**src/hdl/scp_pkg.sv**
```systemverilog
// Shared constants and types for the spectral class code packer.
`default_nettype none
package scp_pkg;

    // Longest text prefix in which a luminosity mark may start
    localparam int MAX_CHARS = 13;
    localparam int POS_W     = $clog2(MAX_CHARS + 1);

    // Parse phases: what the next character means
    localparam logic [3:0] PH_FIRST = 4'd0;
    localparam logic [3:0] PH_SD    = 4'd1;
    localparam logic [3:0] PH_CLASS = 4'd2;
    localparam logic [3:0] PH_W     = 4'd3;
    localparam logic [3:0] PH_SUB   = 4'd4;
    localparam logic [3:0] PH_SCAN  = 4'd5;
    localparam logic [3:0] PH_I     = 4'd6;
    localparam logic [3:0] PH_II    = 4'd7;
    localparam logic [3:0] PH_IA    = 4'd8;
    localparam logic [3:0] PH_V     = 4'd9;
    localparam logic [3:0] PH_DONE  = 4'd10;

    // Class codes
    localparam logic [7:0] CLS_O       = 8'd0;
    localparam logic [7:0] CLS_B       = 8'd1;
    localparam logic [7:0] CLS_A       = 8'd2;
    localparam logic [7:0] CLS_F       = 8'd3;
    localparam logic [7:0] CLS_G       = 8'd4;
    localparam logic [7:0] CLS_K       = 8'd5;
    localparam logic [7:0] CLS_M       = 8'd6;
    localparam logic [7:0] CLS_R       = 8'd7;
    localparam logic [7:0] CLS_S       = 8'd8;
    localparam logic [7:0] CLS_N       = 8'd9;
    localparam logic [7:0] CLS_WC      = 8'd10;
    localparam logic [7:0] CLS_WN      = 8'd11;
    localparam logic [7:0] CLS_DWARF   = 8'd16;
    localparam logic [7:0] CLS_UNKNOWN = 8'd255;

    // Luminosity codes
    localparam logic [2:0] LUM_IA0 = 3'd0;
    localparam logic [2:0] LUM_IA  = 3'd1;
    localparam logic [2:0] LUM_IB  = 3'd2;
    localparam logic [2:0] LUM_II  = 3'd3;
    localparam logic [2:0] LUM_III = 3'd4;
    localparam logic [2:0] LUM_IV  = 3'd5;
    localparam logic [2:0] LUM_V   = 3'd6;
    localparam logic [2:0] LUM_VI  = 3'd7;

    // Parser state carried from one character to the next
    typedef struct packed {
        logic [POS_W-1:0] pos;
        logic [3:0]       phase;
        logic [7:0]       cls;
        logic [3:0]       sub;
        logic [2:0]       lum;
        logic             decided;
    } t_parse_state;

    localparam t_parse_state PARSE_RESET = '{
        pos:     '0,
        phase:   PH_FIRST,
        cls:     CLS_UNKNOWN,
        sub:     4'd0,
        lum:     LUM_V,
        decided: 1'b0
    };

endpackage
`default_nettype wire

```
**src/hdl/scp_char_if.sv**
```systemverilog
// Input channel: one text character word per handshake.
`default_nettype none
interface scp_char_if;
    logic       valid;
    logic       ready;
    logic [7:0] text_char;
    logic       end_of_string;

    modport source (output valid, text_char, end_of_string, input ready);
    modport sink   (input valid, text_char, end_of_string, output ready);
endinterface
`default_nettype wire

```
**src/hdl/scp_code_if.sv**
```systemverilog
// Output channel: one packed spectral type word per handshake.
`default_nettype none
interface scp_code_if;
    logic        valid;
    logic        ready;
    logic [15:0] packed_type;

    modport source (output valid, packed_type, input ready);
    modport sink   (input valid, packed_type, output ready);
endinterface
`default_nettype wire

```
**src/hdl/spectral_class_code_packer_top.sv**
```systemverilog
// Top level: input register, character parser and result register.
// A last character goes from the input register through the parser into the result
// register, which presents the result word until it is taken.
// Throughput: one character per cycle; the parser state updates once per character.
// A result waiting in the output register stalls input only when the next last
// character reaches the parser while the output is still held.
// Reset (i_rst_n low, synchronous) empties both registers and restarts the parse.
`default_nettype none
module spectral_class_code_packer_top (
    input  wire logic   i_clk,
    input  wire logic   i_rst_n,
    scp_char_if.sink    i_char,
    scp_code_if.source  o_code
);

    logic                  r_in_valid;
    logic [7:0]            r_in_char;
    logic                  r_in_eos;
    scp_pkg::t_parse_state r_state;
    scp_pkg::t_parse_state n_state;
    logic                  r_out_valid;
    logic [15:0]           r_out_code;
    logic [15:0]           n_code;
    logic                  w_advance;

    // Parser step for the registered character
    scp_parse u_parse (
        .i_state (r_state),
        .i_char  (r_in_char),
        .o_state (n_state),
        .o_code  (n_code)
    );

    // Handshake: a last character needs the output slot free or draining
    assign w_advance    = r_in_valid && (!r_in_eos || !r_out_valid || o_code.ready);
    assign i_char.ready = !r_in_valid || w_advance;
    assign o_code.valid       = r_out_valid;
    assign o_code.packed_type = r_out_code;

    // Input register
    always_ff @(posedge i_clk) begin
        if (!i_rst_n) begin
            r_in_valid <= 1'b0;
        end else if (i_char.ready) begin
            r_in_valid <= i_char.valid;
        end
    end

    always_ff @(posedge i_clk) begin
        if (i_char.ready && i_char.valid) begin
            r_in_char <= i_char.text_char;
            r_in_eos  <= i_char.end_of_string;
        end
    end

    // Parser state: restarts after each last character
    always_ff @(posedge i_clk) begin
        if (!i_rst_n) begin
            r_state <= scp_pkg::PARSE_RESET;
        end else if (w_advance) begin
            r_state <= r_in_eos ? scp_pkg::PARSE_RESET : n_state;
        end
    end

    // Result register
    always_ff @(posedge i_clk) begin
        if (!i_rst_n) begin
            r_out_valid <= 1'b0;
        end else if (w_advance && r_in_eos) begin
            r_out_valid <= 1'b1;
        end else if (o_code.ready) begin
            r_out_valid <= 1'b0;
        end
    end

    always_ff @(posedge i_clk) begin
        if (w_advance && r_in_eos) begin
            r_out_code <= n_code;
        end
    end

`ifndef SYNTH
    // Reset empties the result register
    a_reset_empty: assert property (@(posedge i_clk) !i_rst_n |=> !r_out_valid)
        else $error("result valid after reset");

    // White dwarf carries no subclass or luminosity
    a_dwarf_fields: assert property (@(posedge i_clk) disable iff (!i_rst_n)
        r_state.cls == scp_pkg::CLS_DWARF |-> (r_state.sub == 4'd0 &&
            r_state.lum == scp_pkg::LUM_IA0 && r_state.phase == scp_pkg::PH_DONE))
        else $error("white dwarf state inconsistent");

    // Position saturates at the scan limit
    a_pos_limit: assert property (@(posedge i_clk) disable iff (!i_rst_n)
        r_state.pos <= scp_pkg::POS_W'(scp_pkg::MAX_CHARS))
        else $error("character position beyond limit");

    // Fixed luminosity never re-enters the scan
    a_decided_no_scan: assert property (@(posedge i_clk) disable iff (!i_rst_n)
        r_state.decided |-> (r_state.phase != scp_pkg::PH_SCAN &&
            r_state.phase != scp_pkg::PH_I && r_state.phase != scp_pkg::PH_V))
        else $error("scan active after luminosity fixed");
`endif

endmodule
`default_nettype wire

```
**src/hdl/scp_parse.sv**
```systemverilog
// Next-state and packed-code logic of the parser for one character.
`default_nettype none
module scp_parse (
    input  wire scp_pkg::t_parse_state i_state,
    input  wire logic [7:0]            i_char,
    output scp_pkg::t_parse_state      o_state,
    output logic [15:0]                o_code
);

    // Subclass position: digit or zero, then scan unless luminosity is fixed
    function automatic scp_pkg::t_parse_state take_subclass(
        scp_pkg::t_parse_state s, logic [7:0] c);
        scp_pkg::t_parse_state n;
        n       = s;
        n.sub   = (c >= 8'h30 && c <= 8'h39) ? c[3:0] : 4'd0;
        n.phase = s.decided ? scp_pkg::PH_DONE : scp_pkg::PH_SCAN;
        return n;
    endfunction

    // Class letter decode
    function automatic scp_pkg::t_parse_state take_class(
        scp_pkg::t_parse_state s, logic [7:0] c);
        scp_pkg::t_parse_state n;
        n       = s;
        n.phase = scp_pkg::PH_SUB;
        case (c)
            8'h4F: n.cls = scp_pkg::CLS_O;   // 'O'
            8'h42: n.cls = scp_pkg::CLS_B;   // 'B'
            8'h41: n.cls = scp_pkg::CLS_A;   // 'A'
            8'h46: n.cls = scp_pkg::CLS_F;   // 'F'
            8'h47: n.cls = scp_pkg::CLS_G;   // 'G'
            8'h4B: n.cls = scp_pkg::CLS_K;   // 'K'
            8'h4D: n.cls = scp_pkg::CLS_M;   // 'M'
            8'h52: n.cls = scp_pkg::CLS_R;   // 'R'
            8'h53: n.cls = scp_pkg::CLS_S;   // 'S'
            8'h4E: n.cls = scp_pkg::CLS_N;   // 'N'
            8'h57: n.phase = scp_pkg::PH_W;  // 'W', wait for C or N
            8'h44: begin                     // 'D', white dwarf
                n.cls     = scp_pkg::CLS_DWARF;
                n.sub     = 4'd0;
                n.lum     = scp_pkg::LUM_IA0;
                n.decided = 1'b1;
                n.phase   = scp_pkg::PH_DONE;
            end
            default: n.cls = scp_pkg::CLS_UNKNOWN;
        endcase
        return n;
    endfunction

    // Luminosity fixed by the scan
    function automatic scp_pkg::t_parse_state decide(
        scp_pkg::t_parse_state s, logic [2:0] lum);
        scp_pkg::t_parse_state n;
        n         = s;
        n.lum     = lum;
        n.decided = 1'b1;
        n.phase   = scp_pkg::PH_DONE;
        return n;
    endfunction

    // Resolve whatever is pending as if the text ended here
    function automatic scp_pkg::t_parse_state finish(scp_pkg::t_parse_state s);
        scp_pkg::t_parse_state n;
        n = s;
        case (s.phase) inside
            scp_pkg::PH_FIRST, scp_pkg::PH_SD, scp_pkg::PH_CLASS, scp_pkg::PH_W: begin
                n.cls = scp_pkg::CLS_UNKNOWN;
                n.sub = 4'd0;
            end
            scp_pkg::PH_I:  n.lum = scp_pkg::LUM_IB;
            scp_pkg::PH_II: n.lum = scp_pkg::LUM_II;
            scp_pkg::PH_IA: n.lum = scp_pkg::LUM_IA;
            scp_pkg::PH_V:  n.lum = scp_pkg::LUM_V;
            default: ;
        endcase
        n.phase = scp_pkg::PH_DONE;
        return n;
    endfunction

    // One character through the phase decoder
    function automatic scp_pkg::t_parse_state feed(
        scp_pkg::t_parse_state s, logic [7:0] c);
        scp_pkg::t_parse_state n;
        n = s;
        if (s.pos < scp_pkg::POS_W'(scp_pkg::MAX_CHARS)) begin
            n.pos = s.pos + 1'b1;
        end
        unique case (s.phase)
            scp_pkg::PH_FIRST: begin
                if (c == 8'h73) n.phase = scp_pkg::PH_SD;   // 's'
                else            n = take_class(n, c);
            end
            scp_pkg::PH_SD: begin
                if (c == 8'h64) begin                       // 'd'
                    n.lum     = scp_pkg::LUM_VI;
                    n.decided = 1'b1;
                    n.phase   = scp_pkg::PH_CLASS;
                end else begin
                    n.cls = scp_pkg::CLS_UNKNOWN;
                    n     = take_subclass(n, c);
                end
            end
            scp_pkg::PH_CLASS: n = take_class(n, c);
            scp_pkg::PH_W: begin
                if (c == 8'h43) begin                       // 'C'
                    n.cls   = scp_pkg::CLS_WC;
                    n.phase = scp_pkg::PH_SUB;
                end else if (c == 8'h4E) begin              // 'N'
                    n.cls   = scp_pkg::CLS_WN;
                    n.phase = scp_pkg::PH_SUB;
                end else begin
                    n.cls = scp_pkg::CLS_UNKNOWN;
                    n     = take_subclass(n, c);
                end
            end
            scp_pkg::PH_SUB: n = take_subclass(n, c);
            scp_pkg::PH_SCAN: begin
                if (s.pos >= scp_pkg::POS_W'(scp_pkg::MAX_CHARS))
                    n.phase = scp_pkg::PH_DONE;
                else if (c == 8'h49) n.phase = scp_pkg::PH_I;  // 'I'
                else if (c == 8'h56) n.phase = scp_pkg::PH_V;  // 'V'
            end
            scp_pkg::PH_I: begin
                if      (c == 8'h49) n.phase = scp_pkg::PH_II;       // 'I'
                else if (c == 8'h56) n = decide(n, scp_pkg::LUM_IV);  // 'V'
                else if (c == 8'h61) n.phase = scp_pkg::PH_IA;       // 'a'
                else                 n = decide(n, scp_pkg::LUM_IB);
            end
            scp_pkg::PH_II:
                n = decide(n, (c == 8'h49) ? scp_pkg::LUM_III : scp_pkg::LUM_II);
            scp_pkg::PH_IA:
                n = decide(n, (c == 8'h30) ? scp_pkg::LUM_IA0 : scp_pkg::LUM_IA);
            scp_pkg::PH_V:
                n = decide(n, (c == 8'h49) ? scp_pkg::LUM_VI : scp_pkg::LUM_V);
            default: ;
        endcase
        return n;
    endfunction

    scp_pkg::t_parse_state w_fin;

    // NUL ends the text; nothing changes once the parse is done
    always_comb begin
        if (i_state.phase == scp_pkg::PH_DONE) begin
            o_state = i_state;
        end else if (i_char == 8'h00) begin
            o_state = finish(i_state);
        end else begin
            o_state = feed(i_state, i_char);
        end
        w_fin  = finish(o_state);
        o_code = {w_fin.cls, w_fin.sub, 1'b0, w_fin.lum};
    end

endmodule
`default_nettype wire

```
**src/flat_wrapper.sv**
```systemverilog
// flat-port wrapper written by rule: the top's interface ports become plain ports
module spectral_class_code_packer_top_flat 
  (i_clk, i_rst_n, i_char_valid, i_char_text_char, i_char_end_of_string, i_char_ready, o_code_valid, o_code_packed_type, o_code_ready);
  scp_char_if i_char_i ();
  scp_code_if o_code_i ();
  input  wire logic i_clk;
  input  wire logic i_rst_n;
  input wire logic [$bits(i_char_i.valid)-1:0] i_char_valid;
  input wire logic [$bits(i_char_i.text_char)-1:0] i_char_text_char;
  input wire logic [$bits(i_char_i.end_of_string)-1:0] i_char_end_of_string;
  output wire logic [$bits(i_char_i.ready)-1:0] i_char_ready;
  output wire logic [$bits(o_code_i.valid)-1:0] o_code_valid;
  output wire logic [$bits(o_code_i.packed_type)-1:0] o_code_packed_type;
  input wire logic [$bits(o_code_i.ready)-1:0] o_code_ready;
  assign i_char_i.valid = i_char_valid;
  assign i_char_i.text_char = i_char_text_char;
  assign i_char_i.end_of_string = i_char_end_of_string;
  assign i_char_ready = i_char_i.ready;
  assign o_code_valid = o_code_i.valid;
  assign o_code_packed_type = o_code_i.packed_type;
  assign o_code_i.ready = o_code_ready;
  spectral_class_code_packer_top u_core (.i_clk(i_clk), .i_rst_n(i_rst_n), .i_char(i_char_i), .o_code(o_code_i));
endmodule
```
**config.mk**
```make
export PLATFORM = sky130hd
export DESIGN_NAME = spectral_class_code_packer_top_flat
export DESIGN_NICKNAME = d
export VERILOG_FILES = /design/src/hdl/scp_pkg.sv /design/src/hdl/scp_char_if.sv /design/src/hdl/scp_code_if.sv /design/src/hdl/spectral_class_code_packer_top.sv /design/src/hdl/scp_parse.sv /design/src/flat_wrapper.sv
export SDC_FILE = /design/constraint.sdc
export NUM_CORES = 1
export LEC_CHECK = 0
export BUFFER_PORTS_ARGS = -buffer_cell sky130_fd_sc_hd__buf_4
export CORE_UTILIZATION = 30
export CTS_CLUSTER_SIZE = 8
export DETAILED_ROUTE_END_ITERATION = 8
export GPL_TIMING_DRIVEN = 0
export PLACE_DENSITY_LB_ADDON = 0.05
export SLEW_MARGIN = 20
export SYNTH_ARGS = -nofsm -noshare
export SYNTH_HDL_FRONTEND = slang
export SYNTH_HIERARCHICAL = 1
export SYNTH_SLANG_ARGS = --single-unit
export TNS_END_PERCENT = 10
```
**constraint.sdc**
```tcl
create_clock -name i_clk -period 4.9 [get_ports i_clk]
set_input_delay 0 -clock i_clk [delete_from_list [all_inputs] [get_ports i_clk]]
set_output_delay 0 -clock i_clk [all_outputs]
set_load 0.05 [all_outputs]
```
# Word level (Yosys, flattened, before mapping)
# Index checks and enable logic that the tools add are counted.
# word_totals
register_bits	50
latch_bits	0
ram_bits	0
mem_bits_ro	0
input_bits	13
out_inout_bits	18
word_cells	125
n_memories	0
# classes
add_sub_neg	1
mul	0
div_mod_pow	0
order_cmp	4
n_eq_ne	44
n_shift	0
mux	44
bitwise_logic	0
n_reduce_logical	20
# ops
operator	count
== test 8 x 7 -> 1 bit (second input constant)	18
case mux 16 bit (9 select lines)	1
case mux 8 bit (12 select lines)	1
2-to-1 mux 24 bit	3
2-to-1 mux 12 bit	4
2-to-1 mux 4 bit	11
2-to-1 mux 3 bit	11
2-to-1 mux 16 bit	2
case mux 4 bit (8 select lines)	1
== test 4 x 3 -> 1 bit (second input constant)	6
2-to-1 mux 8 bit	3
== test 4 bit (second input constant)	5
2-to-1 mux 18 bit	1
== test 4 x 2 -> 1 bit (second input constant)	4
AND reduction 10 bit	1
== test 4 x 1 -> 1 bit (second input constant)	2
== test 8 x 6 -> 1 bit (second input constant)	1
>= comparator 8 x 6 -> 1 bit (second input constant)	1
less-or-equal comparator 8 x 6 -> 1 bit (second input constant)	1
logical NOT 4 bit	2
logical NOT 8 bit	1
inequality test 2 x 1 -> 1 bit (second input constant)	4
case mux 4 bit (2 select lines)	1
nonzero test 8 bit	1
other kinds (15)	27

# Logic depth before layout (Yosys ltp)
# logic_depth
word_depth	14
ltp_mapped	10
ltp_nobuf	10

# Cells and area by module
# Netlist, hierarchy kept.
# modules_own_cells
module	instances	cells_each	area_each_um2	seq_area_each_um2
scp_parse	1	291	1841.8	0.0
spectral_class_code_packer_top	1	93	1611.5	1271.2

# Worst setup path before layout
# No wires, ideal clock.
# synth_timing
path_type	reg2reg
startpoint	register u_core.r_in_char[0]
endpoint	register u_core.r_out_code[8] (netlist: u_core/o_code.packed_type[8]) (data pin)
setup_time_ns	0.261
t_arrival_ns	2.323
required_ns	4.639
setup_slack_ns	2.317
path_stages_with_launch	9
n_path_buf	1
synth_period_minus_slack_ns	2.583
path_cell_list	edfxtp_1 > buf_2 > or3b_1 > a21boi_1 > o21ba_1 > o21a_1 > o21bai_1 > or4b_1 > a221o_1
# synth_between
elab_chain_cells	9
word_cells_on_any_way	43
classes_between	21 x eq/ne; 19 x mux; 3 x reduce/logical
# synth_rtl
element	line_no	source
start, declared	spectral_class_code_packer_top.sv:17	logic [7:0] r_in_char;
start signal, assigned	spectral_class_code_packer_top.sv:51	r_in_char <= i_char.text_char;
== test 8 x 7 -> 1 bit (on tied branches)	scp_parse.sv:121, scp_parse.sv:125, scp_parse.sv:126	
2-to-1 mux 4 bit or 2-to-1 mux 2 bit (tied branches)	scp_parse.sv:121, scp_parse.sv:126	
2-to-1 mux 4 bit or 2-to-1 mux 18 bit (tied branches)	scp_parse.sv:120, scp_parse.sv:125	
2-to-1 mux 4 bit (on tied branches)	scp_parse.sv:118, scp_parse.sv:124	
case mux 4 bit (8 select lines)	scp_parse.sv:88	unique case (s.phase)
2-to-1 mux 24 bit *	scp_parse.sv:146	end else if (i_char == 8'h00) begin
2-to-1 mux 24 bit *	scp_parse.sv:144	if (i_state.phase == scp_pkg::PH_DONE) begin
== test 4 x 1 -> 1 bit (tied with other cells)	scp_parse.sv:151	w_fin = finish(o_state);
OR reduction 4 bit	scp_parse.sv:65	case (s.phase) inside
end signal, assigned	spectral_class_code_packer_top.sv:78	r_out_code <= n_code;
end, declared	spectral_class_code_packer_top.sv:22	logic [15:0] r_out_code;
# Mark *: on every way between the ends. The rest lies on a longest branch, timed or not. The select of a mux whose other input is x is not followed.
# A chain may end at the register's enable or synchronous reset.

# Worst setup path in the final report
# layout_timing
startpoint	register u_core.r_in_char[5]
endpoint	register u_core.r_out_code[1] (netlist: u_core/o_code.packed_type[1]) (data pin)
# layout_between
elab_chain_cells	13
word_cells_on_any_way	46
classes_between	16 x eq/ne; 27 x mux; 3 x reduce/logical
# layout_rtl
element	line_no	source
== test 8 x 7 -> 1 bit (on tied branches)	scp_parse.sv:121, scp_parse.sv:125, scp_parse.sv:126	
2-to-1 mux 4 bit or 2-to-1 mux 2 bit (tied branches)	scp_parse.sv:121, scp_parse.sv:126	
2-to-1 mux 4 bit or 2-to-1 mux 18 bit (tied branches)	scp_parse.sv:120, scp_parse.sv:125	
2-to-1 mux 4 bit (on tied branches)	scp_parse.sv:118, scp_parse.sv:124	
case mux 4 bit (8 select lines)	scp_parse.sv:88	
2-to-1 mux 24 bit *	scp_parse.sv:146	
2-to-1 mux 24 bit *	scp_parse.sv:144	
== test 4 bit	scp_parse.sv:151	
2-to-1 mux 3 bit (4 in a row)	scp_parse.sv:65	
2-to-1 mux 3 bit *	scp_parse.sv:65	
named net u_core.n_code[1]	spectral_class_code_packer_top.sv:23	logic [15:0] n_code;
# Mark *: on every way through the listed nets, which the timed path passes. The rest lies on a longest branch. The select of a mux whose other input is x is not followed.

==> flow_summary.json <==
{
  "h-tree-depth": 2,
  "dp.cells": 554,
  "setup_viol": 0,
  "drt-initial-drc-count": 256,
  "cts_root_buffer": "clkbuf_16",
  "antenna_found_initial": 0,
  "diodes": 0,
  "start_util_pct": 31.3,
  "synthToLayoutAreaGrowth_pct": 19.9,
  "syn_area_um2": 3450,
  "p_switching_uw": 264,
  "syn_nets": 400,
  "max_stage_delay_ps": 650,
  "utilization_pct": 37.5,
  "seq_power_share_pct": 46.1,
  "p_sw_share_pct": 25.8,
  "finalHoldViolCount": 0,
  "wl_mm": 10.3,
  "rows": 38,
  "crit_fanout": 10,
  "wire_per_inst_um": 18.0,
  "tns_ps": 0,
  "dieWidth_um": 109,
  "maxCapViolCount": 0,
  "io_pins": 31,
  "start_kind": "register",
  "synth.distinct_cells": 81,
  "fp.coreArea_um2": 11000,
  "die_area_um2": 11900,
  "powerDensity_nw_per_um2": 247,
  "fp.dieH_um": 109,
  "cts.sinks": 51,
  "synth_seq_area_share_pct": 36.8,
  "synth_edf_count": 25,
  "path_class": "register to register",
  "cts_resized": 0,
  "synth_top_area_cell": "edfxtp_1",
  "grt_pass1_wl_mm": 16.6,
  "via_count": 3204,
  "fmax_ghz": 0.296,
  "cp_data_arrival_time_ps": 3410,
  "grt_pass1_vias": 2988,
  "skew_ps": 3.72,
  "ir_drop_v": 0.000161,
  "clockPowerShare_pct": 39.6,
  "port_buffers": 30,
  "crit_start": "u_core/r_in_char[5]",
  "drtPass1Iterations": 5,
  "hold_class": "primary input to register",
  "cts_tree": "yes",
  "worst_pin_slew_ps": 854,
  "synth_area_leaders": "edfxtp_1 22%, dfxtp_1 15%, a22o_1 4.3%",
  "yosysWarningCount": 6,
  "worst_ep_required_time_ps": 4940,
  "slew_viol_final": 0,
  "clk_pin_slew_ps": 70,
  "drc": 0,
  "viasPerCell": 5.59,
  "synth.top_cell.area_share_pct": 21.7,
  "hp-start": "i_rst_n",
  "syn_area_per_cell_um2": 8.99,
  "gp_congestion": 0.928,
  "grt_max_degree": 17,
  "layout.nets": 448,
  "clockBufferDepth": 2,
  "cp_slowest_cell": "a211oi_1",
  "relSlewSlack_pct": 42.9,
  "status": "finished clean",
  "synth_seq_cells": 51,
  "cpLargestDelayFamily": "compound AO/OA/AOI/OAI gates",
  "drive_above_1_share_pct": 16.9,
  "period_share_pct": 68.9,
  "p_int_uw": 758,
  "netlist_instances": 384,
  "final_cells": 573,
  "worst_setup_path_end_kind": "register",
  "r2r_start": "u_core/r_in_char[5]",
  "clkLatencyLatePin_ps": 290,
  "fin_crit_ps": 3380,
  "hpwl_mm": 7.71,
  "p_comb_share_pct": 14.3,
  "ys_async_sr_fraction_pct": 0,
  "rsz0062_at_grt": "no",
  "synth-main-ff-cell": "dfxtp_1",
  "crit_chain": "nor4b_2 -> clkbuf_1 -> a21oi_1 -> a221oi_1 -> o21ai_0 -> a211oi_1 -> nor2_1 -> a311o_1",
  "p_leak_nw": 1.49,
  "grt_usage_pct": 18.3,
  "antenna_left": 0,
  "cts_made_buffers": 5,
  "path_buf_inv": 1,
  "grt_overflow": 0
}
## synthesized netlist by cell type (5+ instances only)
cell	instances
a21oi_1	29
dfxtp_1	26
edfxtp_1	25
nor2_1	24
nand2_1	23
o21ai_0	21
a22o_1	17
inv_1	17
nor2b_1	12
nand3_1	11
a31oi_1	10
o22a_1	10
buf_2	9
nor3_1	9
clkbuf_1	8
and2_1	7
and3_1	5
nand4_1	5
nor4_1	5
o211ai_1	5
## power by group through the flow
stage | Sequential [mW] | Clock [mW] | Combinational, mW
floorplan | 0.492 | 0 | 0.0840
global placement | 0.480 | 0 | 0.139
detailed placement | 0.480 | 0 | 0.139
CTS | 0.470 | 0.418 | 0.147
global route | 0.472 | 0.432 | 0.160
finish | 0.470 | 0.405 | 0.146
## state kept, by name, summed over array words and instances (netlist names)
signal,count
u_core/o_code.packed_type,16
u_core/r_state,24
u_core/r_in_valid,1
u_core/o_code.valid,1
u_core/r_in_char,8
u_core/r_in_eos,1
## final timing paths
path / endpoint / slack [ps] / cells past startpoint
worst max-delay path: u_core/o_code.packed_type[1] / 1520 / 8
worst min register to register: u_core/r_state[15] / 470 / 1
worst max register to register: u_core/o_code.packed_type[1] / 1520 / 8
worst min-delay path: u_core/o_code.valid / 70 / 3
## stage by stage
step           setup WS (ps)  power (mW)  cell area (um2)  hold WS [ps]
6_report                1520        1.02             4140          66.9
5_1_grt                 1370        1.06             4140           108
4_1_cts                 1640        1.03             4140          60.9
3_5_place_dp            1640       0.619             3860           179
3_3_place_gp            1590       0.619             3850           178
2_1_floorplan           2320       0.576             3450          98.9
## timing repair
item	in CTS	in global routing
endpoints found under the hold margin	11	0
hold buffers	11	0
buffers inserted	0	0
## cell type report
type                            count  area [um2]
Multi-Input combinational cell    292        2000
Sequential cell                    51        1270
Clock buffer                        5         125
Inverter                           17        63.8
Buffer                             24         131
Clock inverter                      3        43.8
Fill cell                        1131        6890
Tap cell                          140         175
Timing Repair Buffer               41         335
## cells by family (layout without fill, tap and decap cells)
| logic type | Yosys count | after routing | share of synthesized area (%) |
|---|---|---|---|
| fa+ha+maj | 3 | 3 | 1.09 |
| flops | 51 | 51 | 36.8 |
| compound gates | 144 | 144 | 30.0 |
| mux | 2 | 2 | 0.580 |
| simple gates | 139 | 139 | 25.0 |
| other cells | 1 | 1 | 0.109 |
| buf+inv | 41 | 90 | 5.65 |
| xor+xnor | 3 | 3 | 0.761 |
## worst register-to-register path: stages (launching register included)
cell	delay, ps
edfxtp_1	510
nor4b_2	410
clkbuf_1	490
a21oi_1	180
a221oi_1	280
o21ai_0	130
a211oi_1	650
nor2_1	120
a311o_1	350
## metal layers
metal  GRT usage (%)  vias to the layer above  wire, um  share of wire, %
met2            28.0                      111      4490                44
li1                -                     1576         -                 -
met4            6.00                        0       206               2.0
met3            2.55                       17       548               5.3
met1            26.4                     1500      5060                49
met5               0                        -         0                 0
## layout by cell type (no fill, tap or decap), drive strengths merged, types with 4 or more instances in the layout
master | Yosys | routed
nor3 | 9 | 9
a31oi | 10 | 10
and2 | 7 | 7
nor2 | 26 | 26
nand3b | 4 | 4
clkbuf | 8 | 13
o21a | 4 | 4
nor4 | 5 | 5
a21boi | 5 | 5
nor4b | 4 | 4
o211ai | 5 | 5
a21oi | 29 | 29
a22o | 17 | 17
o21ai | 25 | 25
inv | 17 | 17
o22a | 10 | 10
nor2b | 12 | 12
nand2 | 24 | 24
nand4 | 5 | 5
a32oi | 4 | 4
and3 | 5 | 5
nand3 | 11 | 11
nand2b | 4 | 4
dlygate4sd3 | 0 | 11
dfxtp | 26 | 26
buf | 16 | 46
edfxtp | 25 | 25
Note: power is estimated with default switching activity, not from simulation.
